`config.mk`:
```
export PLATFORM = sky130hd
export DESIGN_NAME = pdl_engine
export DESIGN_NICKNAME = d
export VERILOG_FILES = /design/src/rtl/pdl_pkg.sv /design/src/rtl/pdl_engine.sv
export SDC_FILE = /design/constraint.sdc
export NUM_CORES = 1
export LEC_CHECK = 0
export BUFFER_PORTS_ARGS = -buffer_cell sky130_fd_sc_hd__buf_2
export CORE_MARGIN = 1.5
export CORE_UTILIZATION = 45
export CTS_BUF_LIST = sky130_fd_sc_hd__clkbuf_8
export CTS_CLUSTER_DIAMETER = 100
export CTS_CLUSTER_SIZE = 24
export DETAILED_ROUTE_END_ITERATION = 16
export HOLD_SLACK_MARGIN = 0.08
export PLACE_DENSITY_LB_ADDON = 0.25
export SLEW_MARGIN = 15
export SYNTH_ARGS = -nofsm -noshare
export SYNTH_HDL_FRONTEND = slang
export SYNTH_SLANG_ARGS = --single-unit
```
`constraint.sdc`:
```
create_clock -name clk -period 7.47 [get_ports clk]
set_clock_uncertainty 0.15 [all_clocks]
set_input_delay 0 -clock clk [delete_from_list [all_inputs] [get_ports clk]]
set_output_delay 0 -clock clk [all_outputs]
set_load 0.05 [all_outputs]
```
`src/rtl/pdl_pkg.sv`:
```
`timescale 1ns / 1ps
`default_nettype none

package pdl_pkg;

  localparam int POOL_SIZE   = 128;
  localparam int VALUE_WIDTH = 32;
  localparam int IDX_W       = $clog2(POOL_SIZE + 1);
  localparam int ADDR_W      = $clog2(POOL_SIZE);
  localparam int CNT_W       = $clog2(POOL_SIZE + 1);

  typedef logic [IDX_W-1:0]       idx_t;
  typedef logic [ADDR_W-1:0]      addr_t;
  typedef logic [CNT_W-1:0]       cnt_t;
  typedef logic [VALUE_WIDTH-1:0] value_t;

  // Null link is encoded as the pool size.
  localparam idx_t NIL_IDX  = IDX_W'(POOL_SIZE);
  localparam cnt_t POOL_CNT = CNT_W'(POOL_SIZE);

  localparam logic OP_APPEND = 1'b0;
  localparam logic OP_REMOVE = 1'b1;

  typedef enum logic [1:0] {
    STAT_DONE      = 2'd0,
    STAT_FULL      = 2'd1,
    STAT_NOT_FOUND = 2'd2
  } status_t;

  typedef enum logic [2:0] {
    S_IDLE,
    S_APP_NODE,
    S_APP_LINK,
    S_WALK,
    S_UNLINK_P,
    S_UNLINK_Q,
    S_FREE,
    S_RESULT
  } state_t;

  typedef struct packed {
    value_t value;
    idx_t   prev;
    idx_t   next;
  } node_t;

  typedef struct packed {
    logic  rd_en;
    addr_t rd_addr;
    logic  wr_value;
    logic  wr_prev;
    logic  wr_next;
    addr_t wr_addr;
    node_t wr_data;
  } mem_req_t;

  typedef struct packed {
    logic [1:0] status;
    logic [7:0] used_count;
    logic [7:0] free_count;
  } result_t;

  function automatic logic is_node(idx_t i);
    return i < NIL_IDX;
  endfunction

  function automatic addr_t to_addr(idx_t i);
    return i[ADDR_W-1:0];
  endfunction

endpackage

`default_nettype wire

```
`src/rtl/pdl_engine.sv`:
```
`timescale 1ns / 1ps
`default_nettype none

// List sequencer: head/tail/free-chain registers and the read-modify-write
// steps on the node store.
module pdl_engine (
  input  logic               clk,
  input  logic               rst_n,
  input  logic               in_valid,
  output logic               in_ready,
  input  logic               in_op,
  input  pdl_pkg::value_t    in_value,
  output logic               res_valid,
  input  logic               res_ready,
  output pdl_pkg::result_t   res,
  output pdl_pkg::mem_req_t  mem_req,
  input  pdl_pkg::node_t     mem_rd
);
  import pdl_pkg::*;

  state_t  state_r, state_nxt;
  idx_t    head_r, head_nxt;
  idx_t    tail_r, tail_nxt;
  idx_t    free_head_r, free_head_nxt;
  cnt_t    free_total_r, free_total_nxt;
  cnt_t    fill_r, fill_nxt;     // nodes below this mark have been written
  cnt_t    steps_r, steps_nxt;
  idx_t    cur_r, cur_nxt;
  idx_t    prev_r, prev_nxt;
  idx_t    next_r, next_nxt;
  value_t  key_r, key_nxt;
  status_t status_r, status_nxt;
  logic    fresh_r, fresh_nxt;

  logic accept;
  logic pool_empty;
  logic match;
  logic walk_limit;
  logic walk_on;
  idx_t start_idx;

  assign accept     = in_valid && in_ready;
  assign pool_empty = (free_total_r == '0) || !is_node(free_head_r);
  assign match      = (mem_rd.value == key_r);
  assign walk_limit = (steps_r >= POOL_CNT);
  assign walk_on    = !walk_limit && !match && is_node(mem_rd.next);
  assign start_idx  = (in_op == OP_APPEND) ? free_head_r : head_r;

  // Next state
  always_comb begin
    state_nxt = state_r;
    unique case (state_r)
      S_IDLE: begin
        if (accept) begin
          if (in_op == OP_APPEND) begin
            state_nxt = pool_empty ? S_RESULT : S_APP_NODE;
          end else begin
            state_nxt = is_node(head_r) ? S_WALK : S_RESULT;
          end
        end
      end
      S_APP_NODE: state_nxt = is_node(tail_r) ? S_APP_LINK : S_RESULT;
      S_APP_LINK: state_nxt = S_RESULT;
      S_WALK: begin
        if (walk_limit) begin
          state_nxt = S_RESULT;
        end else if (match) begin
          state_nxt = S_UNLINK_P;
        end else if (!is_node(mem_rd.next)) begin
          state_nxt = S_RESULT;
        end
      end
      S_UNLINK_P: state_nxt = S_UNLINK_Q;
      S_UNLINK_Q: state_nxt = S_FREE;
      S_FREE:     state_nxt = S_RESULT;
      S_RESULT: begin
        if (res_ready) begin
          state_nxt = S_IDLE;
        end
      end
      default:    state_nxt = S_IDLE;
    endcase
  end

  // List registers
  always_comb begin
    head_nxt       = head_r;
    tail_nxt       = tail_r;
    free_head_nxt  = free_head_r;
    free_total_nxt = free_total_r;
    fill_nxt       = fill_r;
    steps_nxt      = steps_r;
    cur_nxt        = cur_r;
    prev_nxt       = prev_r;
    next_nxt       = next_r;
    key_nxt        = key_r;
    status_nxt     = status_r;
    fresh_nxt      = fresh_r;
    case (state_r)
      S_IDLE: begin
        if (accept) begin
          key_nxt    = in_value;
          cur_nxt    = start_idx;
          steps_nxt  = '0;
          fresh_nxt  = (free_head_r >= fill_r);
          status_nxt = STAT_DONE;
          if (in_op == OP_APPEND && pool_empty) begin
            status_nxt = STAT_FULL;
          end else if (in_op == OP_REMOVE && !is_node(head_r)) begin
            status_nxt = STAT_NOT_FOUND;
          end
        end
      end
      S_APP_NODE: begin
        // a never-written node links to its successor, as after reset
        if (fresh_r) begin
          free_head_nxt = cur_r + idx_t'(1);
          fill_nxt      = CNT_W'(cur_r) + cnt_t'(1);
        end else begin
          free_head_nxt = mem_rd.next;
        end
        free_total_nxt = free_total_r - cnt_t'(1);
        if (!is_node(tail_r)) begin
          head_nxt = cur_r;
          tail_nxt = cur_r;
        end
      end
      S_APP_LINK: tail_nxt = cur_r;
      S_WALK: begin
        if (walk_limit) begin
          status_nxt = STAT_NOT_FOUND;
        end else if (match) begin
          prev_nxt = mem_rd.prev;
          next_nxt = mem_rd.next;
        end else if (is_node(mem_rd.next)) begin
          cur_nxt   = mem_rd.next;
          steps_nxt = steps_r + cnt_t'(1);
        end else begin
          status_nxt = STAT_NOT_FOUND;
        end
      end
      S_UNLINK_P: begin
        if (!is_node(prev_r)) begin
          head_nxt = next_r;
        end
      end
      S_UNLINK_Q: begin
        if (!is_node(next_r)) begin
          tail_nxt = prev_r;
        end
      end
      S_FREE: begin
        free_head_nxt = cur_r;
        if (free_total_r < POOL_CNT) begin
          free_total_nxt = free_total_r + cnt_t'(1);
        end
      end
      default: ;
    endcase
  end

  // Outputs and memory requests
  always_comb begin
    in_ready       = (state_r == S_IDLE);
    res_valid      = (state_r == S_RESULT);
    res.status     = status_r;
    res.used_count = 8'(POOL_CNT - free_total_r);
    res.free_count = 8'(free_total_r);
    mem_req        = '0;
    unique case (state_r)
      S_IDLE: begin
        mem_req.rd_en   = accept && is_node(start_idx);
        mem_req.rd_addr = to_addr(start_idx);
      end
      S_APP_NODE: begin
        mem_req.wr_value = 1'b1;
        mem_req.wr_prev  = 1'b1;
        mem_req.wr_next  = 1'b1;
        mem_req.wr_addr  = to_addr(cur_r);
        mem_req.wr_data  = '{value: key_r, prev: tail_r, next: NIL_IDX};
      end
      S_APP_LINK: begin
        mem_req.wr_next      = 1'b1;
        mem_req.wr_addr      = to_addr(tail_r);
        mem_req.wr_data.next = cur_r;
      end
      S_WALK: begin
        mem_req.rd_en   = walk_on;
        mem_req.rd_addr = to_addr(mem_rd.next);
      end
      S_UNLINK_P: begin
        mem_req.wr_next      = is_node(prev_r);
        mem_req.wr_addr      = to_addr(prev_r);
        mem_req.wr_data.next = next_r;
      end
      S_UNLINK_Q: begin
        mem_req.wr_prev      = is_node(next_r);
        mem_req.wr_addr      = to_addr(next_r);
        mem_req.wr_data.prev = prev_r;
      end
      S_FREE: begin
        mem_req.wr_value = 1'b1;
        mem_req.wr_prev  = 1'b1;
        mem_req.wr_next  = 1'b1;
        mem_req.wr_addr  = to_addr(cur_r);
        mem_req.wr_data  = '{value: '0, prev: NIL_IDX, next: free_head_r};
      end
      S_RESULT: ;
      default: ;
    endcase
  end

  always_ff @(posedge clk) begin
    if (!rst_n) begin
      state_r      <= S_IDLE;
      head_r       <= NIL_IDX;
      tail_r       <= NIL_IDX;
      free_head_r  <= '0;
      free_total_r <= POOL_CNT;
      fill_r       <= '0;
    end else begin
      state_r      <= state_nxt;
      head_r       <= head_nxt;
      tail_r       <= tail_nxt;
      free_head_r  <= free_head_nxt;
      free_total_r <= free_total_nxt;
      fill_r       <= fill_nxt;
    end
  end

  always_ff @(posedge clk) begin
    steps_r  <= steps_nxt;
    cur_r    <= cur_nxt;
    prev_r   <= prev_nxt;
    next_r   <= next_nxt;
    key_r    <= key_nxt;
    status_r <= status_nxt;
    fresh_r  <= fresh_nxt;
  end

endmodule

`default_nettype wire

```
==> flow_metrics.env <==
export IMPL_fin_hold_ws_ps=152
export IMPL_htreeDepth=3
export IMPL_drt_wl_total_um=18000
export IMPL_reg2reg_from="state_r[1]$_SDFFE_PN0P_"
export IMPL_drv_cap=0
export IMPL_fin_crit_ps=3590
export IMPL_postSynthAreaPerCell_um2=9.60
export IMPL_utilization=0.578
export IMPL_core_area_um2=13800
export IMPL_initial_core_util=0.458
export IMPL_fin_nets=962
export IMPL_setup_viol=0
export IMPL_finalMaxSlewViolations=0
export IMPL_reg2regPathDepth=10
export IMPL_antennaDiodeCount=0
export IMPL_grt_setup_unrepaired="false"
export IMPL_synth_compound_area_frac=0.145
export IMPL_num_vias=5660
export IMPL_netlist_instances=657
export IMPL_grt_usage=0.256
export IMPL_p_int_w=0.00162
export IMPL_totalNegativeSetupSlack_ps=0
export IMPL_drtPass1Iterations=5
export IMPL_dieArea_um2=14700
export IMPL_powerDensity_nw_per_um2=440
export IMPL_ir_drop_mv=0.241
export IMPL_hold_class="in2reg"
export IMPL_path_class="reg2reg"
export IMPL_synth_mux_area_frac=0.0540
export IMPL_avgRoutedWirePerCell_um=17.2
export IMPL_hpwl_um=13100
export IMPL_p_leak_nw=3.45
export IMPL_hold_depth=2
export IMPL_synth_top_family_by_area="simple AND/OR/NAND/NOR gates"
export IMPL_final_cell_count_no_fill=1043
export IMPL_synth_edf_count=67
export IMPL_fin_crit_sh=0.480
export IMPL_clockBufferDepth=2
export IMPL_grt_pass1_wl_um=28800
export IMPL_hold_violations=0
export IMPL_cp_required_ps=7660
export IMPL_p_clk_frac=0.104
export IMPL_cts_root_buf="clkbuf_8"
export IMPL_via_per_inst=5.43
export IMPL_floorplan_die_height_um=121
export IMPL_synthAdderAreaFrac=0.0389
export IMPL_crit_path_end_kind="register"
export IMPL_hold_end="key_r[7]$_DFFE_PP_"
export IMPL_antenna_found_initial=0
export IMPL_power_frac_comb=0.603
export IMPL_ys_flop_type="edfxtp_1"
export IMPL_synth_simple_area_share=0.184
export IMPL_critPathLaunchType="register"
export IMPL_slew_headroom=0.264
export IMPL_grt_max_degree=41
export IMPL_synth_seq_cells=110
export IMPL_final_layout_size_suffix_gt1_frac=0.256
export IMPL_synth_cell_type_count=57
export IMPL_reg2reg_to="free_total_r[7]$_SDFFE_PN1P_"
export IMPL_drt_iter0_drc=358
export IMPL_final_antenna_net_count=0
export IMPL_synth_area_um2=6310
export IMPL_swShare=0.537
export IMPL_gp_congestion=0.880
export IMPL_run_status="finished clean"
export IMPL_postCtsHoldBufs=53
export IMPL_synthArstFlopShare=0
export IMPL_cp_arrival_ps=3780
export IMPL_post_cts_buffers=0
export IMPL_synth_xor_area_frac=0.0764
export IMPL_ys_seq_area_frac=0.455
export IMPL_min_from="in_value[7]"
export IMPL_sequentialPowerShare=0.293
export IMPL_regToRegSetupSlack_ps=3880
export IMPL_drc=0
export IMPL_pin_count=171
export IMPL_p_sw_w=0.00188
export IMPL_crit_fanout=28
export IMPL_grt_ovfl_total=0
export IMPL_clock_fmax_mhz=279
export IMPL_area_growth_pct=26.2
export IMPL_cts_tree="done"
export IMPL_cts_made_buffers=9
export IMPL_io_buffers=170
export IMPL_worst_skew_pair_late_latency_ps=400
export IMPL_synth_nets=761
export IMPL_cts_resized=0
export IMPL_grt_pass1_vias=5727
export IMPL_fp_row_count=43
export IMPL_cts_sinks=110
export IMPL_tightest_slew_ps=1100
export IMPL_die_w_um=121
export IMPL_clkTransAtPathRegs_ps=110
export IMPL_finalPower_w=0.00351
export IMPL_ys_warn_count=0
export IMPL_dp_cells=974
==> power by group through the flow <==
stage | logic [W] | registers (W) | clock network, W
2_1_floorplan | 0.00164 | 0.00102 | 0
3_3_place_gp | 0.00205 | 0.00103 | 0
3_5_place_dp | 0.00208 | 0.00104 | 0
4_1_cts | 0.00211 | 0.00102 | 0.000373
5_1_grt | 0.00229 | 0.00105 | 0.000391
6_report | 0.00211 | 0.00103 | 0.000365
==> worst max-delay path by stage <==
stage	from	endpoint	slack (ps)	cells after the start
4_1_cts	state_r[1]$_SDFFE_PN0P_	free_total_r[7]$_SDFFE_PN1P_	3920	10
2_1_floorplan	key_r[25]$_DFFE_PP_	next_r[0]$_DFFE_PP_	4300	4
3_5_place_dp	state_r[1]$_SDFFE_PN0P_	free_total_r[7]$_SDFFE_PN1P_	3950	10
5_1_grt	state_r[1]$_SDFFE_PN0P_	free_total_r[7]$_SDFFE_PN1P_	3620	10
3_3_place_gp	state_r[1]$_SDFFE_PN0P_	free_total_r[7]$_SDFFE_PN1P_	4080	10
6_report	state_r[1]$_SDFFE_PN0P_	free_total_r[7]$_SDFFE_PN1P_	3880	10
==> cell usage after synthesis (all sizes together), types with 9 or more instances <==
cell	n	area, um2
nand3	13	65.1
edfxtp	67	2010
a211oi	14	110
buf	14	103
nor2	87	348
a311oi	16	153
o21ai	23	126
inv	24	90.1
ha	18	225
nor4	9	56.3
and2	35	219
mux2i	25	250
dfxtp	43	861
o22ai	12	87.6
nand2	75	284
xor2	47	412
a21oi	30	165
clkbuf	26	97.6
==> worst max-delay path, stage by stage, from the launching register on <==
cell      delay (ps)
dfxtp_1          910
nand2b_1         480
nor2_8           330
inv_2            170
ha_1             300
a21o_1           190
a21oi_2          190
o21ai_1          100
o41a_1           320
or3_1            310
nand3_1           70
==> flip-flops by register name (all words and copies together), names as in the netlist <==
name,flops
cur_r,8
fill_r,8
free_head_r,8
free_total_r,8
fresh_r,1
head_r,8
key_r,32
next_r,8
prev_r,8
state_r,3
status_r,2
steps_r,8
tail_r,8
==> cell families after synthesis <==
kind of cell,Yosys count
AOI/OAI and AO/OA,129
xor gates and xnor gates,55
adders and majority gates,19
buffers and inverters,64
DFF,110
muxes,33
and+or+nand+nor,247
==> area by class of cell <==
cell class | instances | area (um2)
Sequential cell | 110 | 2870
Tap cell | 180 | 225
Clock inverter | 7 | 65.1
Clock buffer | 9 | 124
Fill cell | 1194 | 5810
Inverter | 24 | 90.1
Timing Repair Buffer | 230 | 1430
Multi-Input combinational cell | 483 | 3150
==> placed cells by master, fill, tap and decap left out, drive strengths merged, types with 16 or more instances in the layout <==
cell type,n
xor2,47
ha,18
o21ai,23
dlygate4sd3,53
a311oi,16
inv,26
edfxtp,67
mux2i,25
nand2,75
nor2,87
a21oi,30
and2,35
dfxtp,43
buf,177
==> layer usage <==
layer,vias up,global-route usage,routed length [um]
li1,2717,-,-
met1,2672,0.301,7140
met2,232,0.451,9150
met3,39,0.0484,1150
met4,0,0.113,526
met5,-,0,0
==> metrics by stage <==
stage | worst slack [ps] | cell area (um2)
finish | 3880 | 7960
global placement | 4080 | 7240
detailed placement | 3950 | 7240
global route | 3620 | 7960
floorplan | 4300 | 6310
CTS | 3920 | 7960
No activity file was read; power rests on OpenSTA's default activity.
